$ cat src/rtl/plate_key_table_unit_macros.svh
// ----------------------------------------------------------------------------
// plate key table assertion macros
// shared concurrent assertion forms for the plate key table modules
// ----------------------------------------------------------------------------
`ifndef PLATE_KEY_TABLE_UNIT_MACROS_SVH
`define PLATE_KEY_TABLE_UNIT_MACROS_SVH

// same-cycle implication, off during reset
`define PKT_ASSERT_IMPL(label, clk, rst, ante, cons, msg) \
   label: assert property (@(posedge clk) disable iff (rst) (ante) |-> (cons)) \
      else $error(msg);

// next-cycle implication, off during reset
`define PKT_ASSERT_NEXT(label, clk, rst, ante, cons, msg) \
   label: assert property (@(posedge clk) disable iff (rst) (ante) |=> (cons)) \
      else $error(msg);

`endif

$ cat src/rtl/pkt_pkg.sv
`timescale 1ns / 1ps
// ----------------------------------------------------------------------------
// plate key table package
// field widths, codes, controller/datapath structs and key format helpers
// ----------------------------------------------------------------------------
package pkt_pkg;

   localparam int KIND_W   = 2;
   localparam int CHARS_W  = 64;
   localparam int LEN_W    = 4;
   localparam int IDX_W    = 4;
   localparam int STATUS_W = 3;
   localparam int COUNT_W  = 5;
   localparam int CAP_W    = 5;

   localparam logic [CAP_W-1:0] CAP_RESET = 5'd16;
   localparam logic [LEN_W-1:0] LEN_SHORT = 4'd7;
   localparam logic [LEN_W-1:0] LEN_LONG  = 4'd8;

   typedef enum logic [KIND_W-1:0] {
      KIND_INSERT = 2'd0,
      KIND_FIND   = 2'd1,
      KIND_READ   = 2'd2
   } kind_type;

   typedef enum logic [STATUS_W-1:0] {
      ST_OK        = 3'd0,
      ST_FULL      = 3'd1,
      ST_DUP       = 3'd2,
      ST_INVALID   = 3'd3,
      ST_NOT_FOUND = 3'd4,
      ST_RANGE     = 3'd5
   } status_type;

   typedef enum logic [1:0] {
      SLOT_NONE  = 2'd0,
      SLOT_HIT   = 2'd1,
      SLOT_COUNT = 2'd2
   } slot_src_type;

   typedef enum logic [2:0] {
      S_IDLE   = 3'd0,
      S_DECIDE = 3'd1,
      S_SCAN   = 3'd2,
      S_READ   = 3'd3,
      S_OUT    = 3'd4
   } state_type;

   typedef struct packed {
      logic [KIND_W-1:0]  kind;
      logic [CHARS_W-1:0] key_chars;
      logic [LEN_W-1:0]   key_length;
      logic [IDX_W-1:0]   slot_index;
   } pkt_req_type;

   typedef struct packed {
      logic [STATUS_W-1:0] status;
      logic [IDX_W-1:0]    found_slot;
      logic [CHARS_W-1:0]  read_chars;
      logic [LEN_W-1:0]    read_length;
      logic [COUNT_W-1:0]  entry_count;
   } pkt_rsp_type;

   // controller to datapath
   typedef struct packed {
      logic         capture;
      logic         scan_en;
      logic         read_slot;
      logic         set_result;
      status_type   res_status;
      slot_src_type res_src;
      logic         res_read;
      logic         append;
      logic         load_out;
   } pkt_cmd_type;

   // datapath to controller
   typedef struct packed {
      logic [KIND_W-1:0] kind;
      logic              full;
      logic              len_ok;
      logic              fmt_ok;
      logic              idx_out;
      logic              hit;
      logic              scan_done;
   } pkt_stat_type;

   function automatic logic is_letter(input logic [7:0] c);
      return (c >= 8'd65 && c <= 8'd90) || (c >= 8'd97 && c <= 8'd122);
   endfunction

   function automatic logic is_digit(input logic [7:0] c);
      return c >= 8'd48 && c <= 8'd57;
   endfunction

   // clear every byte at or past the key length
   function automatic logic [CHARS_W-1:0] mask_chars(input logic [CHARS_W-1:0] chars,
                                                     input logic [LEN_W-1:0]   len);
      logic [CHARS_W-1:0] m;
      m = chars;
      for (int i = 0; i < 8; i++) begin
         if (LEN_W'(i) >= len) begin
            m[8*i +: 8] = 8'h00;
         end
      end
      return m;
   endfunction

   // one or two letters, four digits, two letters
   function automatic logic format_ok(input logic [CHARS_W-1:0] w,
                                      input logic [LEN_W-1:0]   len);
      logic ok;
      ok = 1'b0;
      if (len == LEN_LONG) begin
         ok = is_letter(w[7:0]) && is_letter(w[15:8]) &&
              is_digit(w[23:16]) && is_digit(w[31:24]) &&
              is_digit(w[39:32]) && is_digit(w[47:40]) &&
              is_letter(w[55:48]) && is_letter(w[63:56]);
      end else if (len == LEN_SHORT) begin
         ok = is_letter(w[7:0]) &&
              is_digit(w[15:8]) && is_digit(w[23:16]) &&
              is_digit(w[31:24]) && is_digit(w[39:32]) &&
              is_letter(w[47:40]) && is_letter(w[55:48]);
      end
      return ok;
   endfunction

endpackage

$ cat src/rtl/pkt_channels.sv
`timescale 1ns / 1ps
// ----------------------------------------------------------------------------
// plate key table channels
// valid/ready channel interfaces for request, response and csr write
// ----------------------------------------------------------------------------
interface pkt_req_if import pkt_pkg::*; ();
   logic               valid;
   logic               ready;
   logic [KIND_W-1:0]  kind;
   logic [CHARS_W-1:0] key_chars;
   logic [LEN_W-1:0]   key_length;
   logic [IDX_W-1:0]   slot_index;

   modport source (output valid, kind, key_chars, key_length, slot_index, input ready);
   modport sink   (input valid, kind, key_chars, key_length, slot_index, output ready);
endinterface

interface pkt_rsp_if import pkt_pkg::*; ();
   logic                valid;
   logic                ready;
   logic [STATUS_W-1:0] status;
   logic [IDX_W-1:0]    found_slot;
   logic [CHARS_W-1:0]  read_chars;
   logic [LEN_W-1:0]    read_length;
   logic [COUNT_W-1:0]  entry_count;

   modport source (output valid, status, found_slot, read_chars, read_length, entry_count,
                   input ready);
   modport sink   (input valid, status, found_slot, read_chars, read_length, entry_count,
                   output ready);
endinterface

interface pkt_csr_if import pkt_pkg::*; ();
   logic             valid;
   logic             ready;
   logic [CAP_W-1:0] capacity;

   modport source (output valid, capacity, input ready);
   modport sink   (input valid, capacity, output ready);
endinterface

$ cat src/rtl/pkt_datapath.sv
`timescale 1ns / 1ps
// ----------------------------------------------------------------------------
// plate key table datapath
// key memory, fill count, scan pointer, comparator, result and output registers
// ----------------------------------------------------------------------------
`include "plate_key_table_unit_macros.svh"

module pkt_datapath import pkt_pkg::*; #(
   parameter int MAX_SLOTS = 16
) (
   input  logic             clock,
   input  logic             reset,
   input  pkt_req_type      req_data,
   input  logic             csr_fire,
   input  logic [CAP_W-1:0] csr_capacity,
   input  pkt_cmd_type      cmd,
   output pkt_stat_type     stat,
   output pkt_rsp_type      rsp_data
);

   localparam int CW  = $clog2(MAX_SLOTS + 1);
   localparam int AW  = (MAX_SLOTS > 1) ? $clog2(MAX_SLOTS) : 1;
   localparam int CMW = (CW > CAP_W) ? CW : CAP_W;
   localparam int IXW = (CW > IDX_W) ? CW : IDX_W;

   logic [CAP_W-1:0]   capacity_ff, capacity_in;
   logic [CW-1:0]      count_ff, count_in;
   pkt_req_type        req_ff, req_in;
   logic [CW-1:0]      scan_idx_ff, scan_idx_in;
   logic               pend_ff, pend_in;
   logic [AW-1:0]      pend_idx_ff, pend_idx_in;
   status_type         res_status_ff, res_status_in;
   logic [AW-1:0]      res_slot_ff, res_slot_in;
   logic [CHARS_W-1:0] res_chars_ff, res_chars_in;
   logic [LEN_W-1:0]   res_len_ff, res_len_in;
   pkt_rsp_type        out_ff, out_in;

   logic [CHARS_W-1:0] key_mem [MAX_SLOTS];
   logic [LEN_W-1:0]   len_mem [MAX_SLOTS];
   logic [CHARS_W-1:0] rd_chars_ff;
   logic [LEN_W-1:0]   rd_len_ff;
   logic [AW-1:0]      rd_addr;

   logic [CHARS_W-1:0] masked;
   logic               issue;
   logic               match;

   assign masked  = mask_chars(req_ff.key_chars, req_ff.key_length);
   assign issue   = cmd.scan_en && (scan_idx_ff != count_ff);
   assign rd_addr = cmd.read_slot ? AW'(req_ff.slot_index) : scan_idx_ff[AW-1:0];
   assign match   = (rd_len_ff == req_ff.key_length) && (rd_chars_ff == masked);

   always_comb begin
      stat.kind      = req_ff.kind;
      stat.full      = (CMW'(count_ff) >= CMW'(capacity_ff)) ||
                       (count_ff >= CW'(MAX_SLOTS));
      stat.len_ok    = (req_ff.key_length == LEN_SHORT) || (req_ff.key_length == LEN_LONG);
      stat.fmt_ok    = format_ok(req_ff.key_chars, req_ff.key_length);
      stat.idx_out   = IXW'(req_ff.slot_index) >= IXW'(count_ff);
      stat.hit       = pend_ff && match;
      stat.scan_done = !pend_ff && (scan_idx_ff == count_ff);
   end

   always_comb begin
      capacity_in   = csr_fire ? csr_capacity : capacity_ff;
      req_in        = cmd.capture ? req_data : req_ff;
      count_in      = cmd.append ? count_ff + 1'b1 : count_ff;
      scan_idx_in   = scan_idx_ff;
      pend_in       = issue;
      pend_idx_in   = issue ? scan_idx_ff[AW-1:0] : pend_idx_ff;
      res_status_in = res_status_ff;
      res_slot_in   = res_slot_ff;
      res_chars_in  = res_chars_ff;
      res_len_in    = res_len_ff;
      out_in        = out_ff;

      if (cmd.capture) begin
         scan_idx_in = '0;
      end else if (issue) begin
         scan_idx_in = scan_idx_ff + 1'b1;
      end

      if (cmd.set_result) begin
         res_status_in = cmd.res_status;
         unique case (cmd.res_src)
            SLOT_HIT:   res_slot_in = pend_idx_ff;
            SLOT_COUNT: res_slot_in = count_ff[AW-1:0];
            default:    res_slot_in = '0;
         endcase
         res_chars_in = cmd.res_read ? rd_chars_ff : '0;
         res_len_in   = cmd.res_read ? rd_len_ff : '0;
      end

      if (cmd.load_out) begin
         out_in.status      = res_status_ff;
         out_in.found_slot  = IDX_W'(res_slot_ff);
         out_in.read_chars  = res_chars_ff;
         out_in.read_length = res_len_ff;
         out_in.entry_count = COUNT_W'(count_ff);
      end
   end

   always_ff @(posedge clock) begin
      if (reset) begin
         capacity_ff <= CAP_RESET;
         count_ff    <= '0;
         scan_idx_ff <= '0;
         pend_ff     <= 1'b0;
      end else begin
         capacity_ff <= capacity_in;
         count_ff    <= count_in;
         scan_idx_ff <= scan_idx_in;
         pend_ff     <= pend_in;
      end
   end

   always_ff @(posedge clock) begin
      req_ff        <= req_in;
      pend_idx_ff   <= pend_idx_in;
      res_status_ff <= res_status_in;
      res_slot_ff   <= res_slot_in;
      res_chars_ff  <= res_chars_in;
      res_len_ff    <= res_len_in;
      out_ff        <= out_in;
   end

   // key memory: one write port, one registered read port
   always_ff @(posedge clock) begin
      if (cmd.append) begin
         key_mem[count_ff[AW-1:0]] <= masked;
         len_mem[count_ff[AW-1:0]] <= req_ff.key_length;
      end
      rd_chars_ff <= key_mem[rd_addr];
      rd_len_ff   <= len_mem[rd_addr];
   end

   assign rsp_data = out_ff;

   `PKT_ASSERT_IMPL(a_count_bound, clock, reset, 1'b1, count_ff <= CW'(MAX_SLOTS), "fill count above table size")
   `PKT_ASSERT_NEXT(a_append_count, clock, reset, cmd.append, count_ff == $past(count_ff) + 1'b1, "append did not bump count")
   `PKT_ASSERT_IMPL(a_hit_stored, clock, reset, stat.hit, CW'(pend_idx_ff) < count_ff, "hit on an unwritten slot")

endmodule

$ cat src/rtl/pkt_ctrl.sv
`timescale 1ns / 1ps
// ----------------------------------------------------------------------------
// plate key table controller
// sequences capture, decision, memory scan or read, and result hand-off
// ----------------------------------------------------------------------------
`include "plate_key_table_unit_macros.svh"

module pkt_ctrl import pkt_pkg::*; (
   input  logic         clock,
   input  logic         reset,
   input  logic         req_valid,
   input  logic         rsp_ready,
   input  pkt_stat_type stat,
   output pkt_cmd_type  cmd,
   output logic         req_ready,
   output logic         rsp_valid
);

   state_type state_ff, state_in;
   logic      out_valid_ff, out_valid_in;
   logic      out_free;

   assign out_free = !out_valid_ff || rsp_ready;

   // next state
   always_comb begin
      state_in = state_ff;
      unique case (state_ff)
         S_IDLE: begin
            if (req_valid) begin
               state_in = S_DECIDE;
            end
         end
         S_DECIDE: begin
            unique case (stat.kind)
               KIND_INSERT: state_in = (stat.full || !stat.len_ok) ? S_OUT : S_SCAN;
               KIND_FIND:   state_in = stat.len_ok ? S_SCAN : S_OUT;
               KIND_READ:   state_in = stat.idx_out ? S_OUT : S_READ;
               default:     state_in = S_OUT;
            endcase
         end
         S_SCAN: begin
            if (stat.hit || stat.scan_done) begin
               state_in = S_OUT;
            end
         end
         S_READ: state_in = S_OUT;
         S_OUT: begin
            if (out_free) begin
               state_in = S_IDLE;
            end
         end
         default: state_in = S_IDLE;
      endcase
   end

   // outputs
   always_comb begin
      cmd       = '0;
      req_ready = 1'b0;
      unique case (state_ff)
         S_IDLE: begin
            req_ready   = 1'b1;
            cmd.capture = req_valid;
         end
         S_DECIDE: begin
            unique case (stat.kind)
               KIND_INSERT: begin
                  if (stat.full) begin
                     cmd.set_result = 1'b1;
                     cmd.res_status = ST_FULL;
                  end else if (!stat.len_ok) begin
                     cmd.set_result = 1'b1;
                     cmd.res_status = ST_INVALID;
                  end
               end
               KIND_FIND: begin
                  if (!stat.len_ok) begin
                     cmd.set_result = 1'b1;
                     cmd.res_status = ST_NOT_FOUND;
                  end
               end
               KIND_READ: begin
                  if (stat.idx_out) begin
                     cmd.set_result = 1'b1;
                     cmd.res_status = ST_RANGE;
                  end else begin
                     cmd.read_slot = 1'b1;
                  end
               end
               default: begin
                  cmd.set_result = 1'b1;
                  cmd.res_status = ST_INVALID;
               end
            endcase
         end
         S_SCAN: begin
            if (stat.hit) begin
               cmd.set_result = 1'b1;
               cmd.res_src    = SLOT_HIT;
               cmd.res_status = (stat.kind == KIND_INSERT) ? ST_DUP : ST_OK;
            end else if (stat.scan_done) begin
               cmd.set_result = 1'b1;
               if (stat.kind == KIND_INSERT) begin
                  if (stat.fmt_ok) begin
                     cmd.append     = 1'b1;
                     cmd.res_status = ST_OK;
                     cmd.res_src    = SLOT_COUNT;
                  end else begin
                     cmd.res_status = ST_INVALID;
                  end
               end else begin
                  cmd.res_status = ST_NOT_FOUND;
               end
            end else begin
               cmd.scan_en = 1'b1;
            end
         end
         S_READ: begin
            cmd.set_result = 1'b1;
            cmd.res_status = ST_OK;
            cmd.res_read   = 1'b1;
         end
         S_OUT: cmd.load_out = out_free;
         default: cmd = '0;
      endcase
   end

   always_comb begin
      out_valid_in = out_valid_ff;
      if (cmd.load_out) begin
         out_valid_in = 1'b1;
      end else if (rsp_ready) begin
         out_valid_in = 1'b0;
      end
   end

   always_ff @(posedge clock) begin
      if (reset) begin
         state_ff     <= S_IDLE;
         out_valid_ff <= 1'b0;
      end else begin
         state_ff     <= state_in;
         out_valid_ff <= out_valid_in;
      end
   end

   assign rsp_valid = out_valid_ff;

   `PKT_ASSERT_IMPL(a_no_overwrite, clock, reset, cmd.load_out, !out_valid_ff || rsp_ready, "result overwritten before taken")
   `PKT_ASSERT_NEXT(a_capture_decide, clock, reset, state_ff == S_IDLE && req_valid, state_ff == S_DECIDE, "accepted item not decided")
   `PKT_ASSERT_IMPL(a_append_legal, clock, reset, cmd.append, stat.fmt_ok && !stat.full && stat.kind == KIND_INSERT, "append of a rejected key")

endmodule

$ cat src/rtl/plate_key_table_unit.sv
`timescale 1ns / 1ps
// ----------------------------------------------------------------------------
// plate key table unit
// result path: rejects go from capture through decide and the result register to the
//   output register; read adds a key memory read; insert and find scan the stored keys
//   one per cycle through the single read port of the key memory
// throughput: one item at a time; the next item is taken the cycle after its
//   result enters the output register. reset empties the table, capacity 16
// ----------------------------------------------------------------------------
module plate_key_table_unit import pkt_pkg::*; #(
   parameter int MAX_SLOTS = 16
) (
   input logic      clock,
   input logic      reset,
   pkt_req_if.sink  req_chan,
   pkt_rsp_if.source rsp_chan,
   pkt_csr_if.sink  csr_chan
);

   pkt_req_type  req_data;
   pkt_rsp_type  rsp_data;
   pkt_cmd_type  cmd;
   pkt_stat_type stat;
   logic         ctrl_req_ready;
   logic         ctrl_rsp_valid;

   // request item flattened into one struct for the datapath capture register
   assign req_data.kind       = req_chan.kind;
   assign req_data.key_chars  = req_chan.key_chars;
   assign req_data.key_length = req_chan.key_length;
   assign req_data.slot_index = req_chan.slot_index;

   // only the idle state takes an item; the output register stays independent
   assign req_chan.ready = ctrl_req_ready;

   // capacity register takes a write on any cycle
   assign csr_chan.ready = 1'b1;

   // result item straight from the output register
   assign rsp_chan.valid       = ctrl_rsp_valid;
   assign rsp_chan.status      = rsp_data.status;
   assign rsp_chan.found_slot  = rsp_data.found_slot;
   assign rsp_chan.read_chars  = rsp_data.read_chars;
   assign rsp_chan.read_length = rsp_data.read_length;
   assign rsp_chan.entry_count = rsp_data.entry_count;

   // sequencer: capture, decide, scan or read, hand off
   pkt_ctrl u_ctrl (
      .clock     (clock),
      .reset     (reset),
      .req_valid (req_chan.valid),
      .rsp_ready (rsp_chan.ready),
      .stat      (stat),
      .cmd       (cmd),
      .req_ready (ctrl_req_ready),
      .rsp_valid (ctrl_rsp_valid)
   );

   // key memory, fill count, comparator and result registers
   pkt_datapath #(
      .MAX_SLOTS (MAX_SLOTS)
   ) u_datapath (
      .clock        (clock),
      .reset        (reset),
      .req_data     (req_data),
      .csr_fire     (csr_chan.valid),
      .csr_capacity (csr_chan.capacity),
      .cmd          (cmd),
      .stat         (stat),
      .rsp_data     (rsp_data)
   );

endmodule

$ cat src/flat_wrapper.sv
// flat-port wrapper written by rule: the top's interface ports become plain ports
module plate_key_table_unit_flat import pkt_pkg::*;
#(
   parameter int MAX_SLOTS = 16
)
  (clock, reset, req_chan_valid, req_chan_kind, req_chan_key_chars, req_chan_key_length, req_chan_slot_index, req_chan_ready, rsp_chan_valid, rsp_chan_status, rsp_chan_found_slot, rsp_chan_read_chars, rsp_chan_read_length, rsp_chan_entry_count, rsp_chan_ready, csr_chan_valid, csr_chan_capacity, csr_chan_ready);
  pkt_req_if req_chan_i ();
  pkt_rsp_if rsp_chan_i ();
  pkt_csr_if csr_chan_i ();
  input logic clock;
  input logic reset;
  input wire logic [$bits(req_chan_i.valid)-1:0] req_chan_valid;
  input wire logic [$bits(req_chan_i.kind)-1:0] req_chan_kind;
  input wire logic [$bits(req_chan_i.key_chars)-1:0] req_chan_key_chars;
  input wire logic [$bits(req_chan_i.key_length)-1:0] req_chan_key_length;
  input wire logic [$bits(req_chan_i.slot_index)-1:0] req_chan_slot_index;
  output wire logic [$bits(req_chan_i.ready)-1:0] req_chan_ready;
  output wire logic [$bits(rsp_chan_i.valid)-1:0] rsp_chan_valid;
  output wire logic [$bits(rsp_chan_i.status)-1:0] rsp_chan_status;
  output wire logic [$bits(rsp_chan_i.found_slot)-1:0] rsp_chan_found_slot;
  output wire logic [$bits(rsp_chan_i.read_chars)-1:0] rsp_chan_read_chars;
  output wire logic [$bits(rsp_chan_i.read_length)-1:0] rsp_chan_read_length;
  output wire logic [$bits(rsp_chan_i.entry_count)-1:0] rsp_chan_entry_count;
  input wire logic [$bits(rsp_chan_i.ready)-1:0] rsp_chan_ready;
  input wire logic [$bits(csr_chan_i.valid)-1:0] csr_chan_valid;
  input wire logic [$bits(csr_chan_i.capacity)-1:0] csr_chan_capacity;
  output wire logic [$bits(csr_chan_i.ready)-1:0] csr_chan_ready;
  assign req_chan_i.valid = req_chan_valid;
  assign req_chan_i.kind = req_chan_kind;
  assign req_chan_i.key_chars = req_chan_key_chars;
  assign req_chan_i.key_length = req_chan_key_length;
  assign req_chan_i.slot_index = req_chan_slot_index;
  assign req_chan_ready = req_chan_i.ready;
  assign rsp_chan_valid = rsp_chan_i.valid;
  assign rsp_chan_status = rsp_chan_i.status;
  assign rsp_chan_found_slot = rsp_chan_i.found_slot;
  assign rsp_chan_read_chars = rsp_chan_i.read_chars;
  assign rsp_chan_read_length = rsp_chan_i.read_length;
  assign rsp_chan_entry_count = rsp_chan_i.entry_count;
  assign rsp_chan_i.ready = rsp_chan_ready;
  assign csr_chan_i.valid = csr_chan_valid;
  assign csr_chan_i.capacity = csr_chan_capacity;
  assign csr_chan_ready = csr_chan_i.ready;
  plate_key_table_unit #(.MAX_SLOTS(MAX_SLOTS)) u_core (.clock(clock), .reset(reset), .req_chan(req_chan_i), .rsp_chan(rsp_chan_i), .csr_chan(csr_chan_i));
endmodule
$ cat config.mk
export PLATFORM = sky130hd
export DESIGN_NAME = plate_key_table_unit_flat
export DESIGN_NICKNAME = d
export VERILOG_FILES = /design/src/rtl/pkt_pkg.sv /design/src/rtl/pkt_channels.sv /design/src/rtl/pkt_datapath.sv /design/src/rtl/pkt_ctrl.sv /design/src/rtl/plate_key_table_unit.sv /design/src/flat_wrapper.sv
export VERILOG_INCLUDE_DIRS = /design/src /design/src/rtl
export SDC_FILE = /design/constraint.sdc
export NUM_CORES = 2
export LEC_CHECK = 0
export BUFFER_PORTS_ARGS = -buffer_cell sky130_fd_sc_hd__clkbuf_2
export CAP_MARGIN = 20
export CORE_MARGIN = 3
export CORE_UTILIZATION = 35
export DETAILED_ROUTE_END_ITERATION = 10
export PLACE_DENSITY = 0.59
export SLEW_MARGIN = 10
export SYNTH_ARGS = -nofsm -noshare
export SYNTH_HDL_FRONTEND = slang
export SYNTH_HIERARCHICAL = 1
export SYNTH_SLANG_ARGS = --single-unit
$ cat constraint.sdc
create_clock -name clock -period 10.2 [get_ports clock]
set_clock_uncertainty 0.05 [all_clocks]
set_input_delay 1.02 -clock clock [delete_from_list [all_inputs] [get_ports clock]]
set_output_delay 1.02 -clock clock [all_outputs]
set_load 0.01 [all_outputs]
==> impl_metrics.env <==
export IMPL_outcome="complete, no violations"
export IMPL_dpl_instance_area_mm2=0.0570
export IMPL_wirelength_um=140000
export IMPL_cts_buffer_depth=3
export IMPL_final_common_cell="edfxtp_1"
export IMPL_vias_per_cell=5.34
export IMPL_final_antenna_net_count=0
export IMPL_rows=143
export IMPL_placed_cells=4816
export IMPL_syn_num_nets=2801
export IMPL_rsz0062_at_grt="false"
export IMPL_cap_viol_max_count=0
export IMPL_drt_iter0_drc=2843
export IMPL_p_leak_nw=20.4
export IMPL_mostFrequentLayoutCells="1321 x edfxtp_1, 272 x mux4_2, 165 x clkbuf_2, 156 x and2_1, 154 x nand2_1"
export IMPL_synth_edf_count=1321
export IMPL_fin_area_mm2=0.0618
export IMPL_vias=27200
export IMPL_cts_buffers=145
export IMPL_async_flop_share_pct=0
export IMPL_initial_core_util_pct=35.3
export IMPL_power_per_cell_area_mw_per_mm2=196
export IMPL_holdBufCountCts=0
export IMPL_hold_path_class="input pin to flip-flop"
export IMPL_dp_final_hpwl_um=80300
export IMPL_grt_max_degree=116
export IMPL_fin_nets=3043
export IMPL_ys_seq_elements=1409
export IMPL_setup_viol=0
export IMPL_wl_per_cell_um=27.5
export IMPL_tns_ps=0
export IMPL_die_y_um=398
export IMPL_stdcell_count=5093
export IMPL_finalCritPeriodShare_pct=60.9
export IMPL_cp_arrival_ps=6550
export IMPL_grt_pass1_vias=27300
export IMPL_dr_pass1_iters=5
export IMPL_place_ws_ps=4160
export IMPL_cts_tree="yes"
export IMPL_ctsRootBufferMaster="clkbuf_16"
export IMPL_syn_area_mm2=0.0537
export IMPL_drive_gt1_share_pct=24.4
export IMPL_syn_to_final_growth_pct=15.2
export IMPL_htree_levels=4
export IMPL_syn_inst=2701
export IMPL_grt_pass1_wl_um=200000
export IMPL_antenna_found_initial=12
export IMPL_syn_avg_cell_area_um2=19.9
export IMPL_ios=167
export IMPL_track_usage_pct=17.6
export IMPL_synth_ff_type="edfxtp_1"
export IMPL_cts_resized_gates=0
export IMPL_insertion_delay_ps=790
export IMPL_cts_setup_buffers=0
export IMPL_startpoint_type="flip-flop"
export IMPL_finalMaxSlewViolations=0
export IMPL_required_ps=10540
export IMPL_portBuffers=165
export IMPL_worstSetupPathType="flip-flop to flip-flop"
export IMPL_drc=0
export IMPL_vdd_ir_drop_worst_v=0.000191
export IMPL_dieArea_mm2=0.158
export IMPL_worstPathMaxFanout=33
export IMPL_clk_pin_slew_ps=60
export IMPL_synth_cell_types=73
export IMPL_finalWorstSetupSlack_ps=3990
export IMPL_die_w_um=398
export IMPL_max_slew_margin_pct=25.8
export IMPL_overflow=0
export IMPL_ys_warnings_count=6
export IMPL_hold_worst_slack_ps=356
export IMPL_hold_viol_final=0
export IMPL_fin_crit_ps=6210
export IMPL_cp_end_kind="flip-flop"
export IMPL_gp_congestion=0.794
export IMPL_design_core_area_mm2=0.152
export IMPL_cts_sinks=1409
export IMPL_ys_seq_area_share_pct=77.2
export IMPL_tightest_slew_ps=1110
export IMPL_fmax_mhz=161
==> synthesized netlist by cell type (16+ instances only) <==
cell type | number | area share, %
edfxtp_1 | 1321 | 74
mux4_2 | 272 | 11
and2_1 | 174 | 2.0
nand2_1 | 154 | 1.1
dfxtp_1 | 88 | 3.3
a31oi_1 | 83 | 0.97
clkbuf_1 | 73 | 0.51
a211oi_1 | 72 | 1.0
nor2_1 | 53 | 0.37
nor2b_1 | 40 | 0.47
inv_1 | 38 | 0.27
buf_2 | 37 | 0.35
xnor2_1 | 32 | 0.52
ha_1 | 16 | 0.37
o21ai_0 | 16 | 0.15
==> metal layers <==
| layer | track usage, % | vias to the layer above | part of all wire, % |
|---|---|---|---|
| li1 | - | 11400 | - |
| met1 | 25.2 | 14300 | 43 |
| met2 | 25.4 | 1258 | 43 |
| met3 | 6.19 | 212 | 11 |
| met4 | 5.30 | 4 | 2.5 |
| met5 | 0 | - | 0.024 |
==> sequential cells by signal, summed over array words and instances (netlist names) <==
name	flops
u_core/u_datapath/capacity_ff	5
u_core/u_datapath/rsp_data	80
u_core/u_ctrl/rsp_valid	1
u_core/u_datapath/req_ff	72
u_core/u_datapath/count_ff	5
u_core/u_datapath/rd_chars_ff	64
u_core/u_datapath/scan_idx_ff	5
u_core/u_ctrl/state_ff	3
u_core/u_datapath/rd_len_ff	4
u_core/u_datapath/res_len_ff	4
u_core/u_datapath/res_status_ff	3
u_core/u_datapath/len_mem	64
u_core/u_datapath/pend_idx_ff	4
u_core/u_datapath/stat	2
u_core/u_datapath/key_mem	1024
u_core/u_datapath/pend_ff	1
u_core/u_datapath/res_chars_ff	64
u_core/u_datapath/res_slot_ff	4
==> stage by stage <==
| stage | power (mW) | util, % |
|---|---|---|
| after floorplan | 6.78 | - |
| after global routing | 12.5 | 40.6 |
| after global placement | 6.98 | 37.4 |
| after detailed placement | 6.98 | 37.5 |
| final | 12.1 | 40.6 |
| after CTS | 12.2 | 40.6 |
==> worst paths after layout <==
| check | from | to | slack [ps] | cells after the start |
|---|---|---|---|---|
| min reg2reg | u_core/u_datapath/res_len_ff[0] | u_core/u_datapath/rsp_data[5] | 360 | 0 |
| min | req_chan_key_chars[8] | u_core/u_datapath/req_ff[16] | 360 | 1 |
| max | u_core/u_datapath/req_ff[7] | u_core/u_datapath/res_chars_ff[25] | 3990 | 11 |
| max reg2reg | u_core/u_datapath/req_ff[7] | u_core/u_datapath/res_chars_ff[25] | 3990 | 11 |
==> worst max-delay path, stage by stage, from the launching register on <==
cell	delay [ps]
edfxtp_1	770
a31oi_2	840
nor2_1	130
o32ai_1	920
o221ai_1	390
or4_1	570
nor4_2	170
buf_4	240
o21ai_0	150
a21oi_4	400
buf_4	510
buf_4	570
==> layout make-up <==
class / count / area (um^2)
antenna: 2 / 5.00
clock inverter: 56 / 658
multi-input combinational: 1118 / 11600
tap: 2030 / 2540
inverter: 38 / 143
fill: 13500 / 90300
sequential: 1409 / 41400
clock buffer: 209 / 4080
timing repair buffer: 231 / 1370
==> kinds of logic (layout without fill, tap and decap cells) <==
group | count (synthesis) | after routing | share of synthesized area (%)
multiplexers | 284 | 284 | 11.6
adder cells (fa/ha/maj) | 16 | 16 | 0.373
AND/OR/NAND/NOR | 521 | 521 | 5.32
XOR/XNOR | 47 | 47 | 0.767
AO/OA/AOI/OAI | 249 | 249 | 3.27
other | 1 | 3 | 0.00699
flip-flops | 1409 | 1409 | 77.2
buffers and inverters | 174 | 534 | 1.42
==> power by group <==
part / internal (mW) / switching, mW / leakage, nW
Sequential: 6.44 / 0.0904 / 12.8
Combinational: 0.0967 / 0.245 / 5.29
Clock: 3.02 / 2.23 / 2.31
No activity file was read; power rests on OpenSTA's default activity.
